[src/rtl/core/wlsc_pkg.sv]
`timescale 1ns / 1ps
// ----------------------------------------------------------------------------
// wlsc_pkg
// Shared types, widths and codes for the winch limit switch controller.
// ----------------------------------------------------------------------------
package wlsc_pkg;

  localparam int NUM_WINCHES_DEF = 3;
  localparam int MAX_WINCHES     = 4;
  localparam int REPORTED        = 3;

  localparam int CMD_W     = 8;
  localparam int DRV_W     = 2;
  localparam int POS_W     = 25;
  localparam int CLK_W     = 32;
  localparam int DEB_W     = 16;
  localparam int STEP_W    = 25;
  localparam int ELAPSED_W = 10;
  localparam int DELTA_W   = ELAPSED_W + STEP_W;
  localparam int CFG_W     = 25;

  localparam int IN_TDATA_W  = 40;
  localparam int OUT_TDATA_W = 88;

  // input word layout
  localparam int IN_MASK_LSB    = 3 * CMD_W;
  localparam int IN_ELAPSED_LSB = IN_MASK_LSB + 3;

  // output word layout
  localparam int OUT_STBY_LSB   = 3 * DRV_W;
  localparam int OUT_POS_LSB    = OUT_STBY_LSB + 1;
  localparam int OUT_INEND_LSB  = OUT_POS_LSB + 3 * POS_W;
  localparam int OUT_OUTEND_LSB = OUT_INEND_LSB + 3;

  localparam logic [POS_W-1:0]  FULL_STROKE  = POS_W'(25'h100_0000);
  localparam logic [POS_W-1:0]  HALF_STROKE  = POS_W'(25'h080_0000);
  localparam logic [DEB_W-1:0]  DEBOUNCE_RST = DEB_W'(20);
  localparam logic [STEP_W-1:0] STEP_RST     = STEP_W'(1678);

  typedef logic [DRV_W-1:0] drive_t;
  localparam drive_t DRV_OFF = 2'b00;
  localparam drive_t DRV_OUT = 2'b01;
  localparam drive_t DRV_IN  = 2'b11;

  typedef enum logic [0:0] {
    CFG_DEBOUNCE = 1'b0,
    CFG_STEP     = 1'b1
  } cfg_idx_t;

  typedef struct packed {
    logic [CLK_W-1:0]   now_ms;
    logic [DELTA_W-1:0] delta;
    logic [DEB_W-1:0]   debounce_ms;
  } shared_t;

  typedef struct packed {
    drive_t           drive;
    logic [POS_W-1:0] pos;
    logic             in_end;
    logic             out_end;
  } lane_res_t;

endpackage

[src/rtl/core/winch_limit_switch_control.sv]
`timescale 1ns / 1ps
// ----------------------------------------------------------------------------
// winch_limit_switch_control
// Debounced end stop control of NUM_WINCHES winches, the first three fed and reported, one tick per word.
//
// channel  dir  handshake          payload
// in_      in   tvalid/tready      cmd_a, cmd_b, cmd_c, limit_raw_mask, elapsed_ms
// out_     out  tvalid/tready      drives, standby, positions, end masks
// cfg_     in   we                 debounce_ms (0), travel_step (1)
//
// one word per cycle while in_tready is high; each result is registered when its word is taken
// all lanes update in the accept cycle; results leave through the output register
// a two-entry output buffer keeps in_tready high while one result waits
// reset is synchronous: positions return to half stroke, clock and stops clear
// ----------------------------------------------------------------------------
module winch_limit_switch_control #(
  parameter int NUM_WINCHES = wlsc_pkg::NUM_WINCHES_DEF
) (
  input  logic                                clk,
  input  logic                                rst_n,
  input  logic                                in_tvalid,
  output logic                                in_tready,
  // cmd_a, cmd_b, cmd_c, limit_raw_mask, elapsed_ms, zero fill
  input  logic [wlsc_pkg::IN_TDATA_W-1:0]     in_tdata,
  output logic                                out_tvalid,
  input  logic                                out_tready,
  // drive_a, drive_b, drive_c, standby_enable, pos_a, pos_b, pos_c,
  // in_end_mask, out_end_mask
  output logic [wlsc_pkg::OUT_TDATA_W-1:0]    out_tdata,
  input  logic                                cfg_we,
  input  logic [0:0]                          cfg_addr,
  input  logic [wlsc_pkg::CFG_W-1:0]          cfg_wdata
);

  logic [wlsc_pkg::DEB_W-1:0]       debounce_ms_r;
  logic [wlsc_pkg::STEP_W-1:0]      travel_step_r;
  logic [wlsc_pkg::CLK_W-1:0]       clock_ms_r, clock_ms_nxt;
  logic                             out_valid_r;
  logic [wlsc_pkg::OUT_TDATA_W-1:0] out_data_r;
  logic                             skid_valid_r;
  logic [wlsc_pkg::OUT_TDATA_W-1:0] skid_data_r;

  logic                             accept;
  logic [wlsc_pkg::ELAPSED_W-1:0]   elapsed;
  wlsc_pkg::shared_t                shr;
  wlsc_pkg::lane_res_t              lane_res [NUM_WINCHES];
  logic [wlsc_pkg::OUT_TDATA_W-1:0] result;

  assign in_tready  = !skid_valid_r;
  assign accept     = in_tvalid && in_tready;
  assign out_tvalid = out_valid_r;
  assign out_tdata  = out_data_r;

  assign elapsed      = in_tdata[wlsc_pkg::IN_ELAPSED_LSB +: wlsc_pkg::ELAPSED_W];
  assign clock_ms_nxt = clock_ms_r + {{(wlsc_pkg::CLK_W-wlsc_pkg::ELAPSED_W){1'b0}}, elapsed};

  assign shr.now_ms      = clock_ms_nxt;
  assign shr.delta       = {{(wlsc_pkg::DELTA_W-wlsc_pkg::ELAPSED_W){1'b0}}, elapsed}
                         * {{(wlsc_pkg::DELTA_W-wlsc_pkg::STEP_W){1'b0}}, travel_step_r};
  assign shr.debounce_ms = debounce_ms_r;

  for (genvar g = 0; g < NUM_WINCHES; g++) begin : g_lane
    logic [wlsc_pkg::CMD_W-1:0] cmd;
    logic                       raw;
    if (g < wlsc_pkg::REPORTED) begin : g_fed
      assign cmd = in_tdata[g*wlsc_pkg::CMD_W +: wlsc_pkg::CMD_W];
      assign raw = in_tdata[wlsc_pkg::IN_MASK_LSB + g];
    end else begin : g_idle
      assign cmd = '0;
      assign raw = 1'b0;
    end
    wlsc_lane u_lane (
      .clk     (clk),
      .rst_n   (rst_n),
      .step_en (accept),
      .shr     (shr),
      .cmd     (cmd),
      .raw     (raw),
      .res     (lane_res[g])
    );
  end

  wlsc_merge #(
    .NUM_WINCHES (NUM_WINCHES)
  ) u_merge (
    .lane_res (lane_res),
    .tdata    (result)
  );

  always_ff @(posedge clk) begin
    if (!rst_n) begin
      debounce_ms_r <= wlsc_pkg::DEBOUNCE_RST;
      travel_step_r <= wlsc_pkg::STEP_RST;
    end else if (cfg_we) begin
      case (cfg_addr)
        wlsc_pkg::CFG_DEBOUNCE: debounce_ms_r <= cfg_wdata[wlsc_pkg::DEB_W-1:0];
        wlsc_pkg::CFG_STEP:     travel_step_r <= cfg_wdata[wlsc_pkg::STEP_W-1:0];
        default: ;
      endcase
    end
  end

  always_ff @(posedge clk) begin
    if (!rst_n) begin
      clock_ms_r <= '0;
    end else if (accept) begin
      clock_ms_r <= clock_ms_nxt;
    end
  end

  always_ff @(posedge clk) begin
    if (!rst_n) begin
      out_valid_r  <= 1'b0;
      skid_valid_r <= 1'b0;
    end else if (accept) begin
      if (!out_valid_r || out_tready) begin
        out_valid_r <= 1'b1;
        out_data_r  <= result;
      end else begin
        skid_valid_r <= 1'b1;
        skid_data_r  <= result;
      end
    end else if (out_valid_r && out_tready) begin
      if (skid_valid_r) begin
        out_data_r   <= skid_data_r;
        skid_valid_r <= 1'b0;
      end else begin
        out_valid_r <= 1'b0;
      end
    end
  end

`ifndef SYNTHESIS
  a_skid_behind_out : assert property (@(posedge clk) disable iff (!rst_n)
    skid_valid_r |-> out_valid_r)
    else $error("buffered word without a pending output word");

  a_standby_matches : assert property (@(posedge clk) disable iff (!rst_n)
    out_tvalid |-> (out_tdata[6] == (|out_tdata[5:0])))
    else $error("standby disagrees with drive fields");

  a_end_exclusive : assert property (@(posedge clk) disable iff (!rst_n)
    out_tvalid |-> ((out_tdata[84:82] & out_tdata[87:85]) == 3'b000))
    else $error("winch reported at both ends");

  a_pos_in_range : assert property (@(posedge clk) disable iff (!rst_n)
    out_tvalid |-> !(out_tdata[31] && (|out_tdata[30:7])))
    else $error("winch 0 position beyond full stroke");
`endif

endmodule

[src/rtl/core/wlsc_lane.sv]
`timescale 1ns / 1ps
// ----------------------------------------------------------------------------
// wlsc_lane
// One winch: end stop debounce, direction blocking and position tracking.
// ----------------------------------------------------------------------------
module wlsc_lane (
  input  logic                       clk,
  input  logic                       rst_n,
  input  logic                       step_en,
  input  wlsc_pkg::shared_t          shr,
  input  logic [wlsc_pkg::CMD_W-1:0] cmd,
  input  logic                       raw,
  output wlsc_pkg::lane_res_t        res
);

  logic                         raw_level_r;
  logic [wlsc_pkg::CLK_W-1:0]   change_time_r, change_time_nxt;
  logic                         pressed_r, pressed_nxt;
  wlsc_pkg::drive_t             last_dir_r, last_dir_nxt;
  wlsc_pkg::drive_t             blocked_r, blocked_nxt;
  logic [wlsc_pkg::POS_W-1:0]   pos_r, pos_nxt;

  logic [wlsc_pkg::CLK_W-1:0]   held;
  logic [wlsc_pkg::POS_W-1:0]   pos_snap;
  logic [wlsc_pkg::POS_W-1:0]   headroom;
  wlsc_pkg::drive_t             dir;

  always_comb begin
    change_time_nxt = (raw != raw_level_r) ? shr.now_ms : change_time_r;
    held            = shr.now_ms - change_time_nxt;
    pressed_nxt     = pressed_r;
    blocked_nxt     = blocked_r;
    pos_snap        = pos_r;
    if (held >= {{(wlsc_pkg::CLK_W-wlsc_pkg::DEB_W){1'b0}}, shr.debounce_ms}
        && raw != pressed_r) begin
      pressed_nxt = raw;
      if (raw) begin
        blocked_nxt = last_dir_r;
        if (last_dir_r == wlsc_pkg::DRV_IN)  pos_snap = '0;
        if (last_dir_r == wlsc_pkg::DRV_OUT) pos_snap = wlsc_pkg::FULL_STROKE;
      end else begin
        blocked_nxt = wlsc_pkg::DRV_OFF;
      end
    end

    if (cmd == '0) dir = wlsc_pkg::DRV_OFF;
    else if (cmd[wlsc_pkg::CMD_W-1]) dir = wlsc_pkg::DRV_IN;
    else dir = wlsc_pkg::DRV_OUT;
    if (dir != wlsc_pkg::DRV_OFF && pressed_nxt && dir == blocked_nxt) dir = wlsc_pkg::DRV_OFF;

    headroom     = wlsc_pkg::FULL_STROKE - pos_snap;
    last_dir_nxt = last_dir_r;
    pos_nxt      = pos_snap;
    if (dir == wlsc_pkg::DRV_OUT) begin
      last_dir_nxt = dir;
      if (shr.delta >= {{(wlsc_pkg::DELTA_W-wlsc_pkg::POS_W){1'b0}}, headroom})
        pos_nxt = wlsc_pkg::FULL_STROKE;
      else
        pos_nxt = pos_snap + shr.delta[wlsc_pkg::POS_W-1:0];
    end else if (dir == wlsc_pkg::DRV_IN) begin
      last_dir_nxt = dir;
      if (shr.delta >= {{(wlsc_pkg::DELTA_W-wlsc_pkg::POS_W){1'b0}}, pos_snap})
        pos_nxt = '0;
      else
        pos_nxt = pos_snap - shr.delta[wlsc_pkg::POS_W-1:0];
    end

    res.drive   = dir;
    res.pos     = pos_nxt;
    res.in_end  = pressed_nxt && (last_dir_nxt == wlsc_pkg::DRV_IN);
    res.out_end = pressed_nxt && (last_dir_nxt == wlsc_pkg::DRV_OUT);
  end

  always_ff @(posedge clk) begin
    if (!rst_n) begin
      raw_level_r   <= 1'b0;
      change_time_r <= '0;
      pressed_r     <= 1'b0;
      last_dir_r    <= wlsc_pkg::DRV_OFF;
      blocked_r     <= wlsc_pkg::DRV_OFF;
      pos_r         <= wlsc_pkg::HALF_STROKE;
    end else if (step_en) begin
      raw_level_r   <= raw;
      change_time_r <= change_time_nxt;
      pressed_r     <= pressed_nxt;
      last_dir_r    <= last_dir_nxt;
      blocked_r     <= blocked_nxt;
      pos_r         <= pos_nxt;
    end
  end

endmodule

[src/rtl/core/wlsc_merge.sv]
`timescale 1ns / 1ps
// ----------------------------------------------------------------------------
// wlsc_merge
// Combines the lane results into one result word and derives standby.
// ----------------------------------------------------------------------------
module wlsc_merge #(
  parameter int NUM_WINCHES = wlsc_pkg::NUM_WINCHES_DEF
) (
  input  wlsc_pkg::lane_res_t                lane_res [NUM_WINCHES],
  output logic [wlsc_pkg::OUT_TDATA_W-1:0]   tdata
);

  wlsc_pkg::drive_t           drive   [wlsc_pkg::REPORTED];
  logic [wlsc_pkg::POS_W-1:0] pos     [wlsc_pkg::REPORTED];
  logic [wlsc_pkg::REPORTED-1:0] in_end, out_end;
  logic                       standby;

  for (genvar g = 0; g < wlsc_pkg::REPORTED; g++) begin : g_rep
    if (g < NUM_WINCHES) begin : g_on
      assign drive[g]   = lane_res[g].drive;
      assign pos[g]     = lane_res[g].pos;
      assign in_end[g]  = lane_res[g].in_end;
      assign out_end[g] = lane_res[g].out_end;
    end else begin : g_off
      assign drive[g]   = wlsc_pkg::DRV_OFF;
      assign pos[g]     = '0;
      assign in_end[g]  = 1'b0;
      assign out_end[g] = 1'b0;
    end
  end

  always_comb begin
    standby = 1'b0;
    for (int i = 0; i < NUM_WINCHES; i++) begin
      standby = standby | (lane_res[i].drive != wlsc_pkg::DRV_OFF);
    end
  end

  assign tdata = {out_end, in_end, pos[2], pos[1], pos[0], standby,
                  drive[2], drive[1], drive[0]};

endmodule
[config.mk]
export PLATFORM = sky130hd
export DESIGN_NAME = winch_limit_switch_control
export DESIGN_NICKNAME = d
export VERILOG_FILES = /design/src/rtl/core/wlsc_pkg.sv /design/src/rtl/core/winch_limit_switch_control.sv /design/src/rtl/core/wlsc_lane.sv /design/src/rtl/core/wlsc_merge.sv
export SDC_FILE = /design/constraint.sdc
export NUM_CORES = 2
export LEC_CHECK = 0
export BUFFER_PORTS_ARGS = -buffer_cell sky130_fd_sc_hd__buf_2
export CORE_MARGIN = 5
export CORE_UTILIZATION = 53
export CTS_CLUSTER_SIZE = 40
export DETAILED_ROUTE_END_ITERATION = 12
export GPL_TIMING_DRIVEN = 1
export HOLD_SLACK_MARGIN = 0.12
export PLACE_DENSITY = 0.7
export SLEW_MARGIN = 5
export SYNTH_ARGS = -nofsm -noshare
export SYNTH_HDL_FRONTEND = slang
export SYNTH_HIERARCHICAL = 1
export SYNTH_SLANG_ARGS = --single-unit
export TNS_END_PERCENT = 5
[constraint.sdc]
create_clock -name clk -period 13.6 [get_ports clk]
set_input_delay 1.36 -clock clk [delete_from_list [all_inputs] [get_ports clk]]
set_output_delay 1.36 -clock clk [all_outputs]
set_load 0.02 [all_outputs]
======== Word-level counts from Yosys, hierarchy flattened ========
Index checks and enable logic that the tools add are counted.
cells by class
  add/subtract/negate cells ............... 13
  $mul .................................... 1
  $lt $le $gt $ge ......................... 9
  equality and inequality tests ........... 30
  mux-type cells .......................... 62
  bitwise logic cells ..................... 4
  reduce and logical (&&, ||, !) cells .... 37
operator list
  operator                count
  $mux 25                 24
  $mux 88                 4
  $ge 35x25->1            6
  $ge 32x16->1            3
  $mux 32                 3
  $sub 32x32->32          3
  $add 25x25->25          3
  $sub 25x25->25          3
  $sub 25x25->25 const A  3
  $mux 2                  21
  $mul 10x25->35          1
  $add 32x10->32          1
  $logic_not 8->1         3
  $eq 2x1->1 const B      9
  $eq 2x2->1 const B      9
  $logic_and 1x1->1       17
  $reduce_bool 2->1       8
  $mux 1                  10
  $eq 2x2->1              3
  $ne 1x1->1              6
  $reduce_and 2->1        3
  $reduce_and 3->1        2
  $ne 2x1->1 const B      2
  $reduce_and 4->1        1
  other kinds (5)         8
storage, ports and cells
  register bits ........................... 440
  input bits .............................. 71
  output and inout port bits .............. 90
  logic and storage cells ................. 181

======== Depth between registers and ports, before layout ========
  depth in word-level cells ............... 16
  gate-level depth with buffers ........... 55
  mapped depth without buffers ............ 48

======== Cells and area by module ========
Netlist, hierarchy kept.
by module, submodules not included
  module                         times used  cells an instance  area an instance (µm²)  seq. area each (µm²)
  winch_limit_switch_control     1           1891               18283.8                 6786.5
  wlsc_lane at g_lane[2].u_lane  1           1504               10543.9                 1261.2
  wlsc_lane at g_lane[1].u_lane  1           1473               10505.1                 1261.2
  wlsc_lane at g_lane[0].u_lane  1           1472               10354.9                 1261.2
  wlsc_merge                     1           91                 674.4                   0.0

======== Least setup slack after synthesis ========
Ideal clock, no wire load.
  kind .................................... input to register
  from .................................... in in_tdata[28] (netlist name)
  to ...................................... reg out_data_r (netlist bit out_tdata[57]) (data pin)
  setup time .............................. 0.130 ns
  arrival ................................. 11.429 ns
  required time ........................... 13.470 ns
  slack ................................... 2.041 ns
  stages .................................. 55
  buffers on the path ..................... 8
  path through ............................ clkbuf_1 -> clkbuf_1 -> inv_1 -> fa_1 -> nor2b_1 -> o21ai_0 -> a21boi_2 -> o221a_2 -> o21bai_1 -> buf_2 -> nand2_1 -> xor2_1 -> xnor2_1 -> and2_1 -> o21ai_1 -> a31o_1 -> o22a_2 -> a21boi_0 -> [... 19 more ...] -> a311oi_1 -> ha_1 -> a21o_1 -> a21o_1 -> a21oi_1 -> o21ai_0 -> a21o_1 -> a221oi_1 -> o31ai_1 -> a41o_1 -> or2_2 -> buf_1 -> or3_1 -> nand2_1 -> o21bai_1 -> buf_4 -> nand2_1 -> nand2_1
RTL lines
  item                  RTL line                           text
  start, declared       winch_limit_switch_control.sv:24   input logic [wlsc_pkg::IN_TDATA_W-1:0] in_tdata,
  end signal, assigned  winch_limit_switch_control.sv:118  out_data_r <= result;
  end signal, assigned  winch_limit_switch_control.sv:125  out_data_r <= skid_data_r;
  end, declared         winch_limit_switch_control.sv:39   logic [wlsc_pkg::OUT_TDATA_W-1:0] out_data_r;

==> results.txt <==
- Total routed wirelength: 153000 um
- The detail route stage leaves a number of antenna-violating nets equal to 0.
* Design area: 54000 sq um
- Antenna violations before repair: 3
* Fraction of registers with async set/reset: 0%
* Count of TritonRoute iterations in the first routing pass: 8
- Result of the run: finished clean
- Clk Latency, worst-skew pair: 0.69 ns
- Post-CTS setup-driven buffer insertion count: 0
* CP Data Required Time: 14.13 ns
- The max-slew violation count is 0.
- Subtracting the final worst setup slack from the clock period gives 11.91 ns.
- Detail-routed via count per cell: 6.04
- Synth Register Bits: 440
- Iteration-0 DRC Markers: 3940
* Synthesis warning total: 6
- In this run the deepest clock path goes through 3 buffers.
- The analysis attributes to cell leakage a power of 24.7 nW.
- Global routing used 29.0% of the available tracks across all layers.
* Via count of the first global-routing pass: 44600
- The final number of hold-violating endpoints came to 0.
* Worst reg2reg path endpoint: out_tdata[79]
- Synthesis produced a netlist whose cell count is 6431.
- The floorplan step defined a die boundary enclosing 101000 sq um.
- The wire-length estimate of the detail-placed layout is 115000 um.
* Power per Cell Area: 256 nW/um^2
- Die H: 318 um
* Detailed-route wire length per cell: 19.9 um
- The floorplan step set the die width to 318 um.
* Largest net degree at the start of global routing: 191
- Commonest non-fill, non-tap cells in the layout: 1078 x nand2_1, 538 x inv_1, 488 x ha_1
- Effective utilization at floorplan: 53.2%
- Highest Clock Rate: 83.9 MHz
- Measured against its own limit, the worst slew margin works out to 16.7%.
* Synth-to-Final Area Change: 7.21%
- CP Data Arrival Time: 12.44 ns
- Sequential cells were found to cover 21.0% of the synthesized design area.
- Across all register-to-register paths, the minimum setup slack is 2.61 ns.
- Setup violations remaining at the end of the flow were counted as 0.
- After clock tree synthesis, the flow added hold-fix buffers numbering 0.
- The worst register-to-register path has a depth of 45.
- Synthesized area divided by synthesized cell count: 7.83 sq um
- Number of enable-type register cells in the synthesized netlist: 176
- The worst setup path is of the input port to flip-flop kind.
* CP peak stage delay: 0.57 ns
* CTS H-Tree Depth: 2
- In this run the critical register-to-register path is launched from clock_ms_r[0].
- Root Buffer: clkbuf_16
- Summing over every cut layer, the via total after detailed routing is 46500.
- Total number of clock tree sinks: 440
- The min-delay analysis places its worst path in the category flip-flop to flip-flop.
- Peak ir drop on the vdd network: 0.482 mV
- Post-CTS repair changed the size of 0 cells.
- Number of buffers added by the clock tree synthesis step: 52
- After detailed routing, the number of remaining DRC violations is 0.
- Synthesized net count: 7179
* Element type at the critical path start: input port
* Placeable Area: 94600 sq um
* First element of the critical path: in_tdata[28]
- Leading cell type in the layout, fill and taps excluded: nand2_1
* Num rows: 113
* Capture point of the worst path: out_tdata[79]
* Worst Max-Slew Pin Slew: 1.24 ns
- Setup TNS: 0 ns
- At the end of the flow, the number of nets in the layout was 7131.
- After global routing the overflow that remains totals 0.
- Slowest cell on crit path: or3_1
* Setup clock skew after layout: 0.0576 ns
- Share of cells above drive strength 1: 8.34%
* Tcrit/Tclk final: 87.6%
- Summing every instance area after synthesis gives 50400 sq um.
* Number of cells on the worst hold path: 2
- Top Ports: 161
- Number of maximum-capacitance constraint violations: 0
* Clock transition time at the flip-flop clock pins of the worst setup and hold paths: 0.06 ns
- Primary FF master, synth: dfxtp_1
- Post-detailed-placement cell area: 52300 sq um
* Weighted congestion reported at the end of routability-driven placement: 0.959
- The number of different library cells used by synthesis comes to 123.
* Global-route wire length before repair: 243000 um
- RSZ-0062 raised after global routing: no
* CTS tree: done
- Of all nets on the critical path, the largest fanout is 27.
* Number of buffers added on ports: 157
- CP Capture Type: flip-flop
## worst min path at each step
stage                                               to  slack (ns)                               start
finish              g_lane[0].u_lane/change_time_r[16]        0.45  g_lane[0].u_lane/change_time_r[16]
global route                             clock_ms_r[7]        0.48                       clock_ms_r[7]
CTS                 g_lane[0].u_lane/change_time_r[22]        0.45  g_lane[0].u_lane/change_time_r[22]
detailed placement  g_lane[0].u_lane/change_time_r[22]        0.45  g_lane[0].u_lane/change_time_r[22]
global placement    g_lane[0].u_lane/change_time_r[22]        0.44  g_lane[0].u_lane/change_time_r[22]
floorplan           g_lane[0].u_lane/change_time_r[12]        0.44  g_lane[0].u_lane/change_time_r[12]
## Yosys cell counts (99+ instances only)
| cell type | n | area share (%) |
|---|---|---|
| nand4_1 | 110 | 1.4 |
| a21o_1 | 99 | 1.5 |
| o21ai_0 | 229 | 2.3 |
| clkbuf_1 | 288 | 2.1 |
| a21oi_1 | 394 | 3.9 |
| edfxtp_1 | 176 | 10 |
| nand2_1 | 1079 | 8.0 |
| dfxtp_1 | 264 | 10 |
| ha_1 | 488 | 12 |
| xnor2_1 | 219 | 3.8 |
| nor2_1 | 353 | 2.6 |
| a21boi_0 | 110 | 1.6 |
| inv_1 | 538 | 4.0 |
| fa_1 | 189 | 7.5 |
| and2_1 | 195 | 2.4 |
| nand3_1 | 115 | 1.1 |
## area by class of cell
type | count | area, sq um
multi-input combinational | 5014 | 35900
timing repair buffer | 330 | 2190
clock buffer | 70 | 1450
inverter | 545 | 2050
tap | 1265 | 1580
clock inverter | 27 | 292
antenna | 1 | 2.50
sequential | 440 | 10600
fill | 8821 | 40600
## sequential cells by signal (all words and copies together), names as in the netlist
name / cells
debounce_ms_r: 16
out_tvalid: 1
g_lane.u_lane/blocked_r: 6
g_lane.u_lane/pressed_r: 3
g_lane.u_lane/pos_r: 75
g_lane.u_lane/last_dir_r: 6
travel_step_r: 25
clock_ms_r: 32
skid_valid_r: 1
skid_data_r: 88
g_lane.u_lane/raw_level_r: 3
g_lane.u_lane/change_time_r: 96
out_tdata: 88
## power by group
group / total [mW] / internal (mW) / switching, mW / leakage (nW)
combinational: 10.8 / 4.04 / 6.74 / 20.1
clock: 1.44 / 0.812 / 0.630 / 0.824
sequential: 1.62 / 1.51 / 0.107 / 3.75
total: 13.8 / 6.37 / 7.48 / 24.7
## metrics by stage
stage          power [mW]  util, %  hold WS, ns  std cells  worst slack, ns
2_1_floorplan        9.14        -        0.436       6431             2.04
3_3_place_gp         12.0     55.2        0.441       7594             1.30
3_5_place_dp         12.1     55.2        0.446       7594             1.22
4_1_cts              13.6     57.1        0.453       7691             1.87
5_1_grt              14.9     57.1        0.478       7692             1.03
6_report             13.8     57.1        0.453       7692             1.69
## cell families (layout without fill, tap and decap cells)
family                     count (synthesis)  count (layout)  share of synthesized area (%)
AOI/OAI and AO/OA                       1529            1529                           21.0
xor gates and xnor gates                 308             308                           5.39
adders and majority gates                692             692                           19.9
buffers and inverters                    977             972                           8.11
DFF                                      440             440                           21.0
muxes                                     94              94                           1.89
other                                      0               1                              0
and+or+nand+nor                         2391            2391                           22.7
## worst max-delay path, delay by kind of cell
| kind | cells | cell delay, ns |
|---|---|---|
| AOI/OAI and AO/OA | 24 | 5.26 |
| buffers and inverters | 2 | 0.68 |
| adders and majority gates | 6 | 1.94 |
| xor gates and xnor gates | 1 | 0.14 |
| and+or+nand+nor | 12 | 3.01 |
## per-layer routing
metal / track usage (%) / part of all wire, % / vias to the layer above
met5: 0 / 0.0085 / -
met4: 9.40 / 3.4 / 2
met3: 4.20 / 7.2 / 271
met2: 48.3 / 46 / 1561
met1: 39.1 / 43 / 22400
li1: - / - / 22300
Power figures use the tool's default switching activity.
